File: src/hw/rtl/slpc_pkg.sv
// slpc_pkg: shared types and constants of the status LED pattern controller
// no dependencies; imported by every module of the block

package slpc_pkg;

   localparam int unsigned TIME_W    = 32;
   localparam int unsigned PERIOD_W  = 16;
   localparam int unsigned CSR_IDX_W = 2;
   localparam int unsigned REQ_DATA_W = 40;
   localparam int unsigned RSP_DATA_W = 8;

   localparam logic [CSR_IDX_W-1:0] CSR_SLOW_PERIOD = 2'd0;
   localparam logic [CSR_IDX_W-1:0] CSR_FAST_PERIOD = 2'd1;
   localparam logic [CSR_IDX_W-1:0] CSR_HOLD_TIME   = 2'd2;

   localparam logic [PERIOD_W-1:0] SLOW_PERIOD_RESET = 16'd250;
   localparam logic [PERIOD_W-1:0] FAST_PERIOD_RESET = 16'd100;
   localparam logic [PERIOD_W-1:0] HOLD_TIME_RESET   = 16'd1500;

   // one poll
   typedef struct packed {
      logic              peer_connected;
      logic              storage_full;
      logic              link_up;
      logic              sync_active;
      logic [TIME_W-1:0] now_ms;
   } poll_type;

   // one result
   typedef struct packed {
      logic peer_led;
      logic user_led;
   } leds_type;

   // configuration register set
   typedef struct packed {
      logic [PERIOD_W-1:0] slow_period;
      logic [PERIOD_W-1:0] fast_period;
      logic [PERIOD_W-1:0] hold_time;
   } cfg_type;

endpackage

File: src/hw/rtl/status_led_pattern_controller.sv
// status_led_pattern_controller: top level with the poll and result stream registers
// depends on slpc_pkg and slpc_engine
//
// Takes one poll beat per cycle while the result side keeps taking beats, and returns
// one result beat per poll, in order. A poll is captured in an input register, the LED
// pattern state is updated from it by combinational logic (three blink timers and the
// connect-hold compare), and the new LED levels land in an output register.
// Configuration writes take effect at the next edge and belong between polls.

module status_led_pattern_controller (
   input  logic                            clock,
   input  logic                            reset,
   // poll stream
   input  logic                            req_tvalid,
   output logic                            req_tready,
   // [31:0] now_ms, [32] sync_active, [33] link_up, [34] storage_full,
   // [35] peer_connected, [39:36] zero
   input  logic [slpc_pkg::REQ_DATA_W-1:0] req_tdata,
   // result stream
   output logic                            rsp_tvalid,
   input  logic                            rsp_tready,
   // [0] user_led, [1] peer_led, [7:2] zero
   output logic [slpc_pkg::RSP_DATA_W-1:0] rsp_tdata,
   // configuration
   input  logic                            csr_we,
   input  logic [slpc_pkg::CSR_IDX_W-1:0]  csr_index,
   input  logic [slpc_pkg::PERIOD_W-1:0]   csr_wdata
);
   import slpc_pkg::*;

   logic     poll_valid_ff, poll_valid_in;
   poll_type poll_ff;
   logic     rsp_valid_ff, rsp_valid_in;
   leds_type rsp_ff;
   leds_type leds_next;
   logic     advance;
   logic     req_beat;

   // poll moves on when the output register is empty or being drained
   assign advance    = poll_valid_ff & (~rsp_valid_ff | rsp_tready);
   assign req_tready = ~poll_valid_ff | advance;
   assign req_beat   = req_tvalid & req_tready;

   assign poll_valid_in = req_beat | (poll_valid_ff & ~advance);
   assign rsp_valid_in  = advance | (rsp_valid_ff & ~rsp_tready);

   slpc_engine u_engine (
      .clock     (clock),
      .reset     (reset),
      .csr_we    (csr_we),
      .csr_index (csr_index),
      .csr_wdata (csr_wdata),
      .fire      (advance),
      .poll      (poll_ff),
      .leds_next (leds_next)
   );

   always_ff @(posedge clock) begin
      if (reset) begin
         poll_valid_ff <= 1'b0;
         rsp_valid_ff  <= 1'b0;
      end else begin
         poll_valid_ff <= poll_valid_in;
         rsp_valid_ff  <= rsp_valid_in;
      end
   end

   always_ff @(posedge clock) begin
      if (req_beat) begin
         poll_ff <= poll_type'(req_tdata[$bits(poll_type)-1:0]);
      end
      if (advance) begin
         rsp_ff <= leds_next;
      end
   end

   assign rsp_tvalid = rsp_valid_ff;
   assign rsp_tdata  = {{(RSP_DATA_W-$bits(leds_type)){1'b0}}, rsp_ff};

endmodule

File: src/hw/rtl/slpc_blink.sv
// slpc_blink: toggle check of one blink, (now - mark) mod 2^32 >= period
// depends on slpc_pkg

module slpc_blink (
   input  logic [slpc_pkg::TIME_W-1:0]   now_ms,
   input  logic [slpc_pkg::TIME_W-1:0]   mark,
   input  logic [slpc_pkg::PERIOD_W-1:0] period,
   output logic                          due
);
   import slpc_pkg::*;

   logic [TIME_W-1:0] elapsed;

   assign elapsed = now_ms - mark;
   assign due     = elapsed >= {{(TIME_W-PERIOD_W){1'b0}}, period};

endmodule

File: src/hw/rtl/slpc_engine.sv
// slpc_engine: pattern state, configuration registers and the per-poll update
// depends on slpc_pkg and slpc_blink

module slpc_engine (
   input  logic                           clock,
   input  logic                           reset,
   input  logic                           csr_we,
   input  logic [slpc_pkg::CSR_IDX_W-1:0] csr_index,
   input  logic [slpc_pkg::PERIOD_W-1:0]  csr_wdata,
   input  logic                           fire,
   input  slpc_pkg::poll_type             poll,
   output slpc_pkg::leds_type             leds_next
);
   import slpc_pkg::*;

   cfg_type           cfg_ff, cfg_in;
   logic              user_ff, user_in;
   logic              peer_ff, peer_in;
   logic [TIME_W-1:0] search_mark_ff, search_mark_in;
   logic              search_phase_ff, search_phase_in;
   logic [TIME_W-1:0] alarm_mark_ff, alarm_mark_in;
   logic              alarm_phase_ff, alarm_phase_in;
   logic [TIME_W-1:0] scan_mark_ff, scan_mark_in;
   logic              scan_phase_ff, scan_phase_in;
   logic              prior_ff, prior_in;
   logic              hold_active_ff, hold_active_in;
   logic [TIME_W-1:0] deadline_ff, deadline_in;

   logic              search_due, alarm_due, scan_due;
   logic              connect_edge;
   logic              hold_mid;
   logic [TIME_W-1:0] deadline_mid;
   logic [TIME_W-1:0] remaining;

   slpc_blink u_search (
      .now_ms (poll.now_ms),
      .mark   (search_mark_ff),
      .period (cfg_ff.slow_period),
      .due    (search_due)
   );

   slpc_blink u_alarm (
      .now_ms (poll.now_ms),
      .mark   (alarm_mark_ff),
      .period (cfg_ff.fast_period),
      .due    (alarm_due)
   );

   slpc_blink u_scan (
      .now_ms (poll.now_ms),
      .mark   (scan_mark_ff),
      .period (cfg_ff.slow_period),
      .due    (scan_due)
   );

   always_comb begin
      cfg_in = cfg_ff;
      if (csr_we) begin
         unique case (csr_index)
            CSR_SLOW_PERIOD: cfg_in.slow_period = csr_wdata;
            CSR_FAST_PERIOD: cfg_in.fast_period = csr_wdata;
            CSR_HOLD_TIME:   cfg_in.hold_time   = csr_wdata;
            default:         cfg_in = cfg_ff;
         endcase
      end
   end

   // hold state as it stands after the connect edge of this poll
   assign connect_edge = poll.peer_connected & ~prior_ff;
   assign hold_mid     = poll.peer_connected & (connect_edge | hold_active_ff);
   assign deadline_mid = connect_edge
                         ? poll.now_ms + {{(TIME_W-PERIOD_W){1'b0}}, cfg_ff.hold_time}
                         : deadline_ff;
   assign remaining    = deadline_mid - poll.now_ms;

   always_comb begin
      user_in         = user_ff;
      peer_in         = peer_ff;
      search_mark_in  = search_mark_ff;
      search_phase_in = search_phase_ff;
      alarm_mark_in   = alarm_mark_ff;
      alarm_phase_in  = alarm_phase_ff;
      scan_mark_in    = scan_mark_ff;
      scan_phase_in   = scan_phase_ff;
      prior_in        = prior_ff;
      hold_active_in  = hold_active_ff;
      deadline_in     = deadline_ff;
      if (fire) begin
         if (poll.sync_active) begin
            peer_in = 1'b0;
            if (poll.link_up) begin
               user_in = 1'b1;
            end else if (search_due) begin
               search_mark_in  = poll.now_ms;
               search_phase_in = ~search_phase_ff;
               user_in         = ~search_phase_ff;
            end
         end else if (poll.storage_full) begin
            peer_in = 1'b0;
            if (alarm_due) begin
               alarm_mark_in  = poll.now_ms;
               alarm_phase_in = ~alarm_phase_ff;
               user_in        = ~alarm_phase_ff;
            end
         end else begin
            user_in     = 1'b0;
            prior_in    = poll.peer_connected;
            deadline_in = deadline_mid;
            if (!poll.peer_connected) begin
               hold_active_in = 1'b0;
               if (scan_due) begin
                  scan_mark_in  = poll.now_ms;
                  scan_phase_in = ~scan_phase_ff;
                  peer_in       = ~scan_phase_ff;
               end
            end else if (hold_mid && (remaining != '0) && !remaining[TIME_W-1]) begin
               // hold still live as a signed difference
               hold_active_in = 1'b1;
               peer_in        = 1'b1;
            end else begin
               hold_active_in = 1'b0;
               peer_in        = 1'b0;
            end
         end
      end
   end

   assign leds_next.user_led = user_in;
   assign leds_next.peer_led = peer_in;

   always_ff @(posedge clock) begin
      if (reset) begin
         cfg_ff.slow_period <= SLOW_PERIOD_RESET;
         cfg_ff.fast_period <= FAST_PERIOD_RESET;
         cfg_ff.hold_time   <= HOLD_TIME_RESET;
         user_ff            <= 1'b0;
         peer_ff            <= 1'b0;
         search_mark_ff     <= '0;
         search_phase_ff    <= 1'b0;
         alarm_mark_ff      <= '0;
         alarm_phase_ff     <= 1'b0;
         scan_mark_ff       <= '0;
         scan_phase_ff      <= 1'b0;
         prior_ff           <= 1'b0;
         hold_active_ff     <= 1'b0;
         deadline_ff        <= '0;
      end else begin
         cfg_ff          <= cfg_in;
         user_ff         <= user_in;
         peer_ff         <= peer_in;
         search_mark_ff  <= search_mark_in;
         search_phase_ff <= search_phase_in;
         alarm_mark_ff   <= alarm_mark_in;
         alarm_phase_ff  <= alarm_phase_in;
         scan_mark_ff    <= scan_mark_in;
         scan_phase_ff   <= scan_phase_in;
         prior_ff        <= prior_in;
         hold_active_ff  <= hold_active_in;
         deadline_ff     <= deadline_in;
      end
   end

endmodule

File: config.mk
export PLATFORM = sky130hd
export DESIGN_NAME = status_led_pattern_controller
export DESIGN_NICKNAME = d
export VERILOG_FILES = /design/src/hw/rtl/slpc_pkg.sv /design/src/hw/rtl/status_led_pattern_controller.sv /design/src/hw/rtl/slpc_blink.sv /design/src/hw/rtl/slpc_engine.sv
export SDC_FILE = /design/constraint.sdc
export NUM_CORES = 1
export LEC_CHECK = 0
export ABC_CLOCK_PERIOD_IN_PS = 17000
export BUFFER_PORTS_ARGS = -buffer_cell sky130_fd_sc_hd__buf_2
export CAP_MARGIN = 20
export CORE_ASPECT_RATIO = 1.1
export CORE_MARGIN = 8
export CORE_UTILIZATION = 55
export DETAILED_ROUTE_END_ITERATION = 10
export MAX_ROUTING_LAYER = met4
export PLACE_DENSITY = 0.72
export SLEW_MARGIN = 30
export SYNTH_ARGS = -nofsm -noshare
export SYNTH_HDL_FRONTEND = slang
export SYNTH_HIERARCHICAL = 1
export SYNTH_SLANG_ARGS = --single-unit
File: constraint.sdc
create_clock -name clock -period 17 [get_ports clock]
set_input_delay 0.85 -clock clock [delete_from_list [all_inputs] [get_ports clock]]
set_output_delay 0.85 -clock clock [all_outputs]
set_load 0.01 [all_outputs]
==> results by group <==
Status
  – Status: finished, final reports clean

Setup path
  – Element type at the critical path start: flip-flop
  – Crit end category: flip-flop
  – Worst Path Buf+Inv: 2
  – Most Frequent Cell on Critical Path: a21oi_1
  – Slowest-stage cell, CP: a2111oi_0
  – Ordered list of cells on the worst path: buf_4 -> ha_1 -> nor2b_1 -> o31a_1 -> o41ai_1 -> o21ai_0 -> a21oi_1 -> xnor2_1 -> ha_1 -> a21oi_1 -> o21ai_0 -> a2111oi_0 -> o2111ai_1 -> or4_1 -> nor4_1 -> o2111ai_1 -> nand2_1 -> buf_4 -> nor2_1 -> a21oi_1 -> nand2_1
  – Crit path max fanout: 27
  – Largest delay share family, worst path: compound AO/OA/AOI/OAI gates
  – CP max stage delay: 0.99 ns
  – Critical path type: reg -> reg
  – CP Data Required Time: 17.30 ns
  – Worst EP arrival: 7.32 ns

Power
  – Combinational share of power: 27.8%
  – Sw frac: 32.8%
  – PwrDens: 80.7 nW/um2
  – Int Pwr: 1.07 mW
  – Worst vdd ir: 0.0788 mV
  – Leakage power: 7.81 nW
  – Overall Power: 1.59 mW
  – Clk pwr share: 35.9%
  – Switching power: 0.522 mW
  – Sequential group share of total power: 36.3%

Timing
  – Endpoints failing setup: 0
  – RSZ-0062 raised after global routing: false
  – Final Hold Fails: 0
  – Min Clock Period, post-route: 7.02 ns
  – Worst Skew: 0.0121 ns
  – FMAX: 142 MHz
  – Final Max Tran Viols: 0
  – Tcrit/Tclk final: 41.3%
  – Post-route setup TNS: 0 ns
  – Slew margin rel.: 21.7%
  – Worst Max-Slew Pin Slew: 1.15 ns
  – Final worst slack: 9.98 ns

Global route
  – Tot GR Track Use: 27.2%
  – First-pass GRT wire length: 86100 um
  – Vias in the first global route: 16400
  – Largest net degree at the start of global routing: 106
  – GRT overflow: 0
  – Initial antenna violation count: 0

Placed design
  – Port Buffers: 62
  – HPWL Detailed: 40400 um
  – Dpl ws: 10.44 ns
  – Placed Cells: 2848
  – Placer Congestion: 0.947

Flow run
  – Max Cap Violations: 0

Finish
  – Area Growth Syn to Fin: 6.27%
  – Final nets: 2701
  – Most frequent cells in the layout: 465 x nand2_1, 274 x a21oi_1, 217 x inv_1
  – Fill count: 3124
  – Layout cells sized above 1: 8.24%
  – Finished Core Util: 59.3%
  – Antenna diodes: 0
  – Fin cells: 2897
  – Most common cell after layout, fill and taps aside: nand2_1

Floorplan
  – Core area: 33300 um2
  – Die Wd: 191 um
  – Die height: 209 um
  – Die area: 39900 um2
  – # rows: 70
  – Initial Util: 55.8%
  – I/O pins: 73

Synthesis
  – Post-synth EDFFs: 38
  – Post-synthesis sequential area ratio: 26.1%
  – Flops & latches, synth: 223
  – Post-synthesis instance total: 2451
  – Synthesized area: 18600 um2
  – Top-area cell type share of the netlist area: 19.9%
  – Warning count from the yosys run: 6
  – Netlist cell types: 104
  – Synth area leaders: dfxtp_1 20%, ha_1 13%, nand2_1 9.4%
  – Syn Area/Cell: 7.58 um2
  – Ys flop type: dfxtp_1
  – Synth area leader: dfxtp_1
  – Fraction of registers with async set/reset: 0%

Drt
  – DR pass1 iterations: 5
  – DR iter-0 viols: 1190
  – Wirelength per Cell: 18.8 um
  – Via count of the routed design: 17300
  – Drc violations: 0
  – Antenna viol nets, final: 0
  – Drt total wl: 54600 um
  – Vias per cell: 5.99

Clock tree
  – Cts hold-fix bufs: 0
  – Post-CTS Resized: 0
  – Worst skew pair latency: 0.55 ns
  – Num CTS Buffers: 27
  – Root Buffer: clkbuf_16
  – Clk slew on worst S/H paths: 0.06 ns
  – Post-CTS Repair Setup Buffers: 0
  – TritonCTS Sinks: 223
  – CTS tree: built
  – H-tree levels: 1
  – Clock Path Buffers: 3

Hold path
  – Hold Crit Class: reg -> reg
## worst paths after layout
| check | startpoint | end | slack [ns] | depth (start not counted) |
|---|---|---|---|---|
| setup / recovery | poll_ff[1] | rsp_tdata[1] | 9.98 | 21 |
| setup reg to reg | poll_ff[1] | rsp_tdata[1] | 9.98 | 21 |
| hold / removal | u_engine/search_mark_ff[14] | u_engine/search_mark_ff[14] | 0.45 | 2 |
| hold reg to reg | u_engine/search_mark_ff[14] | u_engine/search_mark_ff[14] | 0.45 | 2 |
## final cells by class
cell class / instances / area (um2) / area share (%)
clock buffer: 38 / 727 / 3.68
clock inverter: 11 / 136 / 0.691
inverter: 217 / 815 / 4.13
multi-input combinational: 1894 / 12200 / 61.9
sequential: 223 / 4840 / 24.5
tap: 432 / 541 / 2.74
timing repair buffer: 82 / 467 / 2.36
## worst min-delay path, cell delays in order, from the launching register on
cell	delay, ns
dfxtp_1	0.31
nand2_1	0.05
a21oi_1	0.05
## logic make-up after synthesis
kind of cell    Yosys count  share of synthesized area [%]
fa+ha+maj               193                           13.2
flops                   223                           26.1
mux                       9                          0.485
other cells               1                         0.0202
compound gates          683                           24.1
xor+xnor                118                           5.56
simple gates            885                           22.3
buf+inv                 339                           8.35
## power groups by stage
stage	Combinational (mW)	Clock, mW	Sequential [mW]
2_1_floorplan	0.342	0	0.579
3_3_place_gp	0.428	0	0.589
3_5_place_dp	0.433	0	0.590
4_1_cts	0.437	0.584	0.579
5_1_grt	0.490	0.604	0.580
6_report	0.443	0.572	0.579
## state kept, by name, summed over array words and instances (netlist names)
signal                    count
u_engine/user_ff              1
u_engine/peer_ff              1
u_engine/search_phase_ff      1
u_engine/prior_ff             1
u_engine/scan_mark_ff        32
u_engine/search_mark_ff      32
poll_ff                      36
rsp_tdata                     2
rsp_tvalid                    1
u_engine/alarm_phase_ff       1
u_engine/hold_active_ff       1
u_engine/cfg_ff              48
u_engine/deadline_ff         32
u_engine/alarm_mark_ff       32
poll_valid_ff                 1
u_engine/scan_phase_ff        1
## metal layers
metal | GRT usage (%) | vias up | share of wire [%]
met4 | 10.6 | 0 | 4.1
met3 | 2.70 | 103 | 4.9
met1 | 35.5 | 8179 | 46
met5 | - | - | 0
li1 | - | 8570 | -
met2 | 42.9 | 493 | 45
## cells in the mapped netlist (7+ instances only)
| library cell | number |
|---|---|
| nand2_1 | 465 |
| a21oi_1 | 274 |
| inv_1 | 217 |
| ha_1 | 188 |
| dfxtp_1 | 185 |
| nor2_1 | 116 |
| o21ai_0 | 106 |
| clkbuf_1 | 74 |
| xnor2_1 | 73 |
| nand3_1 | 54 |
| a21o_1 | 46 |
| xor2_1 | 45 |
| edfxtp_1 | 38 |
| a211oi_1 | 37 |
| nand4_1 | 36 |
| nor3_1 | 34 |
| nand2b_1 | 23 |
| nand3b_1 | 23 |
| nor2b_1 | 21 |
| and3_1 | 20 |
| a31oi_1 | 19 |
| o211ai_1 | 19 |
| buf_6 | 18 |
| o21a_1 | 18 |
| and2_1 | 16 |
| buf_4 | 16 |
| o21bai_1 | 15 |
| o2111ai_1 | 14 |
| a21o_2 | 12 |
| nor4_1 | 12 |
| nor3b_1 | 10 |
| o31ai_1 | 10 |
| mux2i_1 | 9 |
| or4_1 | 9 |
| a2111oi_0 | 7 |
## per-stage QoR
stage | hold slack, ns | instance area [um2]
floorplan | 0.433 | 18600
global placement | 0.441 | 18900
detailed placement | 0.447 | 18900
CTS | 0.441 | 19700
global route | 0.447 | 19700
finish | 0.453 | 19700
Note: power is estimated with default switching activity, not from simulation.
